`src/smd_pkg.sv`:
```
`timescale 1ns / 1ps
// ----------------------------------------------------------------------------
// smd_pkg
// Types and constants shared by the sign-magnitude divider.
// ----------------------------------------------------------------------------
package smd_pkg;

	localparam int MAG_BITS  = 15;
	localparam int FRAC_BITS = 5;
	localparam int QUOT_BITS = MAG_BITS + FRAC_BITS;
	localparam int CNT_W     = $clog2(QUOT_BITS);

	typedef struct packed {
		logic [MAG_BITS-1:0] dividend_magnitude;
		logic                dividend_negative;
		logic [MAG_BITS-1:0] divisor_magnitude;
		logic                divisor_negative;
	} smd_in_t;

	typedef struct packed {
		logic [QUOT_BITS-1:0] quotient_magnitude;
		logic                 quotient_negative;
		logic                 divide_by_zero;
	} smd_out_t;

	// controls from the sequencer to the remainder unit
	typedef struct packed {
		logic load;  // new operands
		logic step;  // one quotient bit this cycle
		logic frac;  // step lies in the fraction part
	} smd_ctl_t;

endpackage

```
`src/smd_cell.sv`:
```
`timescale 1ns / 1ps
// ----------------------------------------------------------------------------
// smd_cell
// One bit of the dividend/quotient chain: loads, or takes its neighbor's bit.
// ----------------------------------------------------------------------------
module smd_cell (
	input  logic clk,
	input  logic load,
	input  logic load_bit,
	input  logic shift,
	input  logic shift_in,
	output logic q
);

	logic q_q;

	always_ff @(posedge clk) begin
		if (load) begin
			q_q <= load_bit;
		end else if (shift) begin
			q_q <= shift_in;
		end
	end

	assign q = q_q;

endmodule

```
`src/smd_rem.sv`:
```
`timescale 1ns / 1ps
// ----------------------------------------------------------------------------
// smd_rem
// Partial remainder register with compare/subtract; yields one quotient bit.
// ----------------------------------------------------------------------------
module smd_rem (
	input  logic                         clk,
	input  smd_pkg::smd_ctl_t            ctl,
	input  logic [smd_pkg::MAG_BITS-1:0] divisor,
	input  logic                         in_bit,
	output logic                         qbit
);

	logic [smd_pkg::MAG_BITS-1:0] rem_q;
	logic [smd_pkg::MAG_BITS-1:0] den_q;
	logic                         seen_q;   // a dividend one has entered
	logic [smd_pkg::MAG_BITS:0]   shifted;
	logic [smd_pkg::MAG_BITS:0]   diff;
	logic                         ge;
	logic                         den_zero;

	assign shifted  = {rem_q, in_bit};
	assign diff     = shifted - {1'b0, den_q};
	assign ge       = shifted >= {1'b0, den_q};
	assign den_zero = (den_q == '0);

	// zero divisor: ones from the dividend's leading one onward, and in every fraction step
	assign qbit = den_zero ? (seen_q | in_bit | ctl.frac) : ge;

	always_ff @(posedge clk) begin
		if (ctl.load) begin
			rem_q  <= '0;
			den_q  <= divisor;
			seen_q <= 1'b0;
		end else if (ctl.step) begin
			rem_q  <= ge ? diff[smd_pkg::MAG_BITS-1:0] : shifted[smd_pkg::MAG_BITS-1:0];
			seen_q <= seen_q | in_bit;
		end
	end

endmodule

```
`src/sign_magnitude_fixed_point_divider.sv`:
```
`timescale 1ns / 1ps
// ----------------------------------------------------------------------------
// sign_magnitude_fixed_point_divider
// Restoring divider for sign-magnitude operands, Q15.5 quotient magnitude.
// ----------------------------------------------------------------------------
// Usage:
//   Drive request and raise start; the beat is taken at the edge where start
//   is high and busy is low. busy then stays high while the quotient is
//   formed, one bit per cycle over 15 integer and 5 fraction steps.
//   The result beat sits on result for exactly one cycle with done high;
//   done is registered and rises after the last quotient step. The
//   receiver cannot stall it.
//   busy is already low in the done cycle, so the next start may coincide
//   with done; no new item is taken while a quotient is being formed.
//   The rate is set by the single compare/subtract in smd_rem, used once per
//   quotient bit, while the bit chain of smd_cell shifts one place a cycle:
//   dividend bits leave its head, quotient bits enter at its tail.
//   Divisor zero: divide_by_zero is set and the magnitude is ones in the low
//   (bit length of dividend + 5) bits. The sign is always the XOR of the
//   input signs, negative zero included.
//   Reset (arst_n low) drops busy and done at once; no item is pending.
// ----------------------------------------------------------------------------
module sign_magnitude_fixed_point_divider (
	input  logic              clk,
	input  logic              arst_n,
	input  logic              start,
	input  smd_pkg::smd_in_t  request,
	output logic              busy,
	output logic              done,
	output smd_pkg::smd_out_t result
);

	typedef enum logic {
		ST_IDLE,
		ST_RUN
	} state_t;

	state_t                    state_q;
	logic [smd_pkg::CNT_W-1:0] cnt_q;
	logic                      done_q;
	logic                      sign_q;
	logic                      dz_q;

	logic                         accept;
	smd_pkg::smd_ctl_t            ctl;
	logic                         qbit;
	logic [smd_pkg::QUOT_BITS-1:0] chain;

	assign accept   = start && (state_q == ST_IDLE);
	assign ctl.load = accept;
	assign ctl.step = (state_q == ST_RUN);
	assign ctl.frac = (cnt_q >= smd_pkg::CNT_W'(smd_pkg::MAG_BITS));

	// sequencer: counts quotient steps, strobes done after the last one
	always_ff @(posedge clk or negedge arst_n) begin
		if (!arst_n) begin
			state_q <= ST_IDLE;
			cnt_q   <= '0;
			done_q  <= 1'b0;
		end else begin
			done_q <= 1'b0;
			case (state_q)
				ST_IDLE: begin
					if (start) begin
						state_q <= ST_RUN;
						cnt_q   <= '0;
					end
				end
				ST_RUN: begin
					cnt_q <= cnt_q + smd_pkg::CNT_W'(1);
					if (cnt_q == smd_pkg::CNT_W'(smd_pkg::QUOT_BITS - 1)) begin
						state_q <= ST_IDLE;
						done_q  <= 1'b1;
					end
				end
				default: begin
					state_q <= ST_IDLE;
				end
			endcase
		end
	end

	// sign and zero-divisor flag, captured with the operands
	always_ff @(posedge clk) begin
		if (accept) begin
			sign_q <= request.dividend_negative ^ request.divisor_negative;
			dz_q   <= (request.divisor_magnitude == '0);
		end
	end

	// bit chain: cell QUOT_BITS-1 is the head, fraction cells load zeros
	for (genvar i = 0; i < smd_pkg::QUOT_BITS; i++) begin : g_chain
		logic load_bit;
		logic shift_in;

		if (i >= smd_pkg::FRAC_BITS) begin : g_int
			assign load_bit = request.dividend_magnitude[i - smd_pkg::FRAC_BITS];
		end else begin : g_frac
			assign load_bit = 1'b0;
		end

		if (i == 0) begin : g_tail
			assign shift_in = qbit;
		end else begin : g_body
			assign shift_in = chain[i-1];
		end

		smd_cell u_cell (
			.clk      (clk),
			.load     (ctl.load),
			.load_bit (load_bit),
			.shift    (ctl.step),
			.shift_in (shift_in),
			.q        (chain[i])
		);
	end

	smd_rem u_rem (
		.clk     (clk),
		.ctl     (ctl),
		.divisor (request.divisor_magnitude),
		.in_bit  (chain[smd_pkg::QUOT_BITS-1]),
		.qbit    (qbit)
	);

	assign busy                      = (state_q != ST_IDLE);
	assign done                      = done_q;
	assign result.quotient_magnitude = chain;
	assign result.quotient_negative  = sign_q;
	assign result.divide_by_zero     = dz_q;

	// an accepted beat always starts a run
	a_accept_runs: assert property (@(posedge clk) disable iff (!arst_n)
		accept |=> busy && (cnt_q == '0))
		else $error("accepted beat did not start a run");

	// done follows only the last quotient step
	a_done_after_run: assert property (@(posedge clk) disable iff (!arst_n)
		done |-> $past(state_q == ST_RUN)
			&& ($past(cnt_q) == smd_pkg::CNT_W'(smd_pkg::QUOT_BITS - 1)))
		else $error("done without a finished run");

	// step counter stays within the quotient length
	a_cnt_range: assert property (@(posedge clk) disable iff (!arst_n)
		busy |-> (cnt_q < smd_pkg::CNT_W'(smd_pkg::QUOT_BITS)))
		else $error("step counter out of range");

	// zero divisor always gives ones in the fraction bits
	a_dz_frac_ones: assert property (@(posedge clk) disable iff (!arst_n)
		done && result.divide_by_zero
			|-> (&result.quotient_magnitude[smd_pkg::FRAC_BITS-1:0]))
		else $error("zero divisor pattern broken");

	// the result beat never overlaps a run
	a_done_idle: assert property (@(posedge clk) disable iff (!arst_n)
		done |-> !busy)
		else $error("done while busy");

endmodule
```
`config.mk`:
```
export PLATFORM = sky130hd
export DESIGN_NAME = sign_magnitude_fixed_point_divider
export DESIGN_NICKNAME = d
export VERILOG_FILES = /design/src/smd_pkg.sv /design/src/smd_cell.sv /design/src/smd_rem.sv /design/src/sign_magnitude_fixed_point_divider.sv
export SDC_FILE = /design/constraint.sdc
export NUM_CORES = 1
export LEC_CHECK = 0
export ABC_AREA = 1
export BUFFER_PORTS_ARGS = -buffer_cell sky130_fd_sc_hd__buf_2
export CAP_MARGIN = 20
export CORE_AREA = 3 3 72 107
export DETAILED_ROUTE_END_ITERATION = 8
export DIE_AREA = 0 0 75 110
export GPL_TIMING_DRIVEN = 0
export PLACE_DENSITY = 0.91
export SYNTH_ARGS = -nofsm -noshare
export SYNTH_HDL_FRONTEND = slang
export SYNTH_HIERARCHICAL = 1
export SYNTH_SLANG_ARGS = --single-unit
```
`constraint.sdc`:
```
create_clock -name clk -period 9 [get_ports clk]
set_input_delay 1.8 -clock clk [delete_from_list [all_inputs] [get_ports clk]]
set_output_delay 1.8 -clock clk [all_outputs]
set_load 0.02 [all_outputs]
```
== Word level (Yosys, flattened, before mapping) ==
Index checks and enable logic that the tools add are counted.
Word-level totals
  register bits: 60
  input port bits: 35
  word-level logic and storage cells: 81
Operators by class
  muxes and demuxes: 39
  magnitude comparators: 2
  $add $sub $neg: 2
  reductions and logical operators: 4
  bitwise logic cells: 4
  equality and inequality tests: 2
Operator list (count)
  $mux 1: 35
  $logic_not 15->1: 2
  $ge 16x15->1: 1
  $mux 15: 1
  $sub 15x15->15: 1
  $pmux 5 s2: 1
  $add 5x1->5 const B: 1
  $eq 5x5->1 const B: 1
  $ge 5x4->1 const B: 1
  $mux 5: 1
  $ne 2x2->1 const B: 1
  $or 1x1->1: 2
  $pmux 1 s2: 1
  $reduce_bool 2->1: 1
  $logic_and 1x1->1: 1
  $not 1->1: 1
  $xor 1x1->1: 1

== Depth between registers and ports, before layout ==
  word-level depth: 3
  mapped depth: 15
  gate-level depth less buffers: 14

== Cells and area by module ==
Netlist, hierarchy kept.
Modules (own cells, without submodules)
  smd_rem: area an instance 2361.0 µm², instances 1, cells each 340, sequential area each 770.7 µm²
  smd_cell: area an instance 51.3 µm², instances 20, cells each 6, sequential area each 30.0 µm²
  sign_magnitude_fixed_point_divider: area an instance 654.4 µm², instances 1, cells each 89, sequential area each 235.2 µm²

== Worst setup path before layout ==
No wires, ideal clock.
  kind: input to register
  start: in start
  end: reg u_rem.seen_q
  cell stages on the path: 5
  path slack: 4.985 ns
  buffers on the path: 2
  data required time: 8.886 ns
  arrival: 3.901 ns
  cell sequence: nand2_2 inv_1 clkdlybuf4s50_2 clkbuf_8 nor2_1
On the way
  cells in the longest elaborated chain, start to end: 1
Ends and longest elaborated chain
  from (decl): line sign_magnitude_fixed_point_divider.sv:26  | input logic start,
  $logic_and 1x1->1: line sign_magnitude_fixed_point_divider.sv:49  | assign accept = start && (state_q == ST_IDLE);
  named net accept: line sign_magnitude_fixed_point_divider.sv:44  | logic accept;
  to (signal assigned): line smd_rem.sv:37  | seen_q <= seen_q | in_bit;
  to (decl): line smd_rem.sv:16  | logic seen_q;
The timed path passes the listed nets, and every way through them passes these cells.
A chain may end at the register's enable or synchronous reset.

== Worst setup path after layout ==
  start: reg state_q (netlist: busy)
  end: out busy
RTL lines
  from (decl): line sign_magnitude_fixed_point_divider.sv:38  | state_t state_q;
  from (signal assigned): line sign_magnitude_fixed_point_divider.sv:57  | state_q <= ST_IDLE;
  from (signal assigned): line sign_magnitude_fixed_point_divider.sv:65  | state_q <= ST_RUN;
  from (signal assigned): line sign_magnitude_fixed_point_divider.sv:72  | state_q <= ST_IDLE;
  to (decl): line sign_magnitude_fixed_point_divider.sv:28  | output logic busy,
No word-level cell between the ends.

==> impl_metrics.csv <==
group,metric,value,unit
global_route,gr-total-overflow,0,
drt,drtPass1Iterations,5,
timing,finalCritPeriodShare,36.38,%
hold_path,hold_path_class,"reg -> reg",
worst_setup_path,crit_slowest_cell,"dfrtp_1",
placement,gp_congestion,0.8872,
timing,setup_viol,0,
placement,dp_cells,690,
global_route,grt_pass1_wl,15570,um
worst_setup_path,crit_buf_inv,1,
global_route,antenna_found_initial,0,
timing,timing.hold.ws,0.4843,ns
clocking,post_cts_buffers,0,
worst_setup_path,crit_chain,"buf_2",
clocking,cts_root_buffer,"clkbuf_8",
synthesis,synth-edff-count,37,
global_route,first_global_vias,3611,
final_layout,layout.nets,676,
synthesis,yosysWarnings,6,
clocking,insertion_delay,0.34,ns
timing,fin_crit,3.274,ns
die,io_pins,59,
worst_setup_path,crit_family,"flip-flops",
global_route,grt_max_degree,72,
die,start_util,58.59,%
synthesis,synth_flop_cell,"edfxtp_1",
run_status,status,"complete, no violations",
drt,drc,0,
die,die_w,75,um
final_layout,stdcell_count,706,
final_layout,drive_gt1_share,17.52,%
job,cap_violations,0,
synthesis,synth_cell_types,36,
worst_setup_path,worstPathRequired,7.20,ns
worst_setup_path,end_kind,"output pin",
clocking,cts_buffer_depth,2,
worst_setup_path,crit_path_max_incr_delay,0.85,ns
clocking,cts_resized,0,
final_layout,diodes,0,
timing,skew,0.007159,ns
drt,vias_per_cell,5.200,
clocking,cts_tree,"done",
drt,drt-total-wl,9426,um
power,vdd_ir_drop_max,211.6,uV
timing,fmax,305.4,MHz
synthesis,postSynthAreaPerCell,7.361,sq um
placement,io_buffers,58,
synthesis,yosysSeqAreaShare,39.75,%
drt,vias,3671,
timing,fin_tns_setup,0,ns
die,die_area,8250,sq um
drt,drtIter0Drc,289,
placement,placed_area,4472,sq um
final_layout,design_area,4643,sq um
placement,dp_hpwl,7094,um
timing,rsz0062_at_grt,"no",
die,rows,37,
timing,final_max_slew_viol_count,0,
die,die_h,110,um
synthesis,synth_seq_cells,60,
global_route,grt_usage,24.66,%
power,power_density,348.6,nW/um^2
die,fp.coreArea,6898,sq um
final_layout,post-route-util,67.31,%
worst_setup_path,cp-start-kind,"register",
timing,worst_pin_slew,0.7789,ns
power,total_leakage_power,2.398,nW
synthesis,syn_area,4041,sq um
worst_setup_path,crit_path_max_fanout,28,
drt,post_drt_wl_per_cell,13.35,um
drt,postRouteAntennaNets,0,
worst_setup_path,critPathArrivalTime,1.47,ns
worst_setup_path,crit_type,"reg -> out",
clocking,clk_pin_slew,0.06,ns
synthesis,syn_inst,549,
synthesis,synthArstFlopShare,11.67,%
timing,hold_viol,0,
clocking,cts.sinks,60,
timing,relSlewSlack,48.07,%
clocking,cts-buffers-inserted,9,
final_layout,area_growth_syn_to_layout,14.89,%
clocking,postCtsHoldBufs,0,
clocking,cts_max_level,3,
-- final cells by class --
class                   instances  area [sq um]
plain buffers                  29         249.0
clock buffers                  14         162.7
fillers                       505          2255
multi-input cells             364          1826
well taps                      78         97.59
flip-flops and latches         60          1607
repair buffers                 59         317.8
inverters                     100         375.4
clock inverters                 2         8.758
-- Yosys cell counts (all sizes together), types with 3 or more instances --
master  instances  share of area (%)
inv           100                9.3
dfxtp          16                7.9
a21oi          22                3.1
nor2           27                2.5
nand3          41                5.2
nor4            3               0.46
clkbuf          3                1.0
nor3            5               0.90
xnor2           3               0.65
ha             17                5.3
or2            20                3.1
xor2            4               0.87
nand3b          9                1.7
nand2         194                 19
and2            3               0.53
dfrtp           7                4.3
buf            24                4.6
edfxtp         37                 27
o21ai           3               0.37
nand4           6               0.93
-- path summary, 6_finish.rpt --
| check | start | endpoint | slack [ns] | depth (start not counted) |
|---|---|---|---|---|
| setup / recovery | busy | busy | 5.73 | 1 |
| setup reg to reg | busy | u_rem/rem_q[10] | 6.52 | 7 |
| max in group asynchronous | arst_n | cnt_q[2] | 7.55 | 1 |
| hold reg to reg | u_rem/rem_q[2] | u_rem/rem_q[2] | 0.48 | 2 |
| hold / removal | u_rem/rem_q[2] | u_rem/rem_q[2] | 0.48 | 2 |
| min in group asynchronous | arst_n | cnt_q[0] | 1.29 | 1 |
-- routing by layer --
metal	track usage, %	vias to the layer above	wire length (um)
met5	0	-	0
met4	15.27	0	483
met3	4.628	39	465
met2	44.08	149	5009
met1	25.76	1656	3468
li1	-	1827	-
-- worst reg2reg max path: cells and delay by family, from the launching register on --
kind / cells / cell delay (ns)
AOI/OAI and AO/OA: 1 / 0.14
and+or+nand+nor: 1 / 0.13
buffers and inverters: 5 / 1.29
DFF: 1 / 0.85
-- through the flow --
stage / power, mW / worst slack, ns
finish: 1.619 / 5.726
global route: 1.761 / 5.627
CTS: 1.616 / 5.691
detailed placement: 1.391 / 5.538
global placement: 1.345 / 4.402
floorplan: 1.175 / 4.985
-- cell families (layout without fill, tap and decap cells) --
logic type                 count (synthesis)  after routing  share of synthesized area (%)
adders and majority gates                 18             18                          5.758
DFF                                       60             60                          39.75
xor gates and xnor gates                   7              7                          1.517
and+or+nand+nor                          308            308                          33.81
buffers and inverters                    129            204                          15.45
AOI/OAI and AO/OA                         26             26                          3.623
other                                      1              5                        0.09279
-- sequential cells by signal (all words and copies together) (netlist names) --
| name | count |
|---|---|
| u_rem/den_q | 15 |
| busy | 1 |
| g_chain.u_cell/q | 20 |
| sign_q | 1 |
| u_rem/seen_q | 1 |
| cnt_q | 5 |
| u_rem/rem_q | 15 |
| done | 1 |
| dz_q | 1 |
-- layout by cell type, fill, tap and decap left out, types with 2 or more instances in the layout --
cell type / n
nand2_1: 190
inv_1: 98
buf_2: 58
nand3_1: 40
edfxtp_1: 37
nor2_1: 27
buf_4: 22
a21oi_1: 20
or2_1: 20
ha_1: 17
dfxtp_1: 16
clkbuf_8: 14
nand3b_1: 9
dfrtp_1: 7
nand4_1: 6
conb_1: 5
nor3_1: 4
xor2_1: 4
clkbuf_1: 3
nor4_1: 3
xnor2_1: 3
inv_2: 2
nand2_2: 2
o21ai_0: 2
nand2_4: 2
buf_6: 2
-- report_power, final --
part	internal (mW)	switching, mW
sequential	0.425	0.0837
clock	0.114	0.0962
combinational	0.367	0.533
Power figures use the tool's default switching activity.
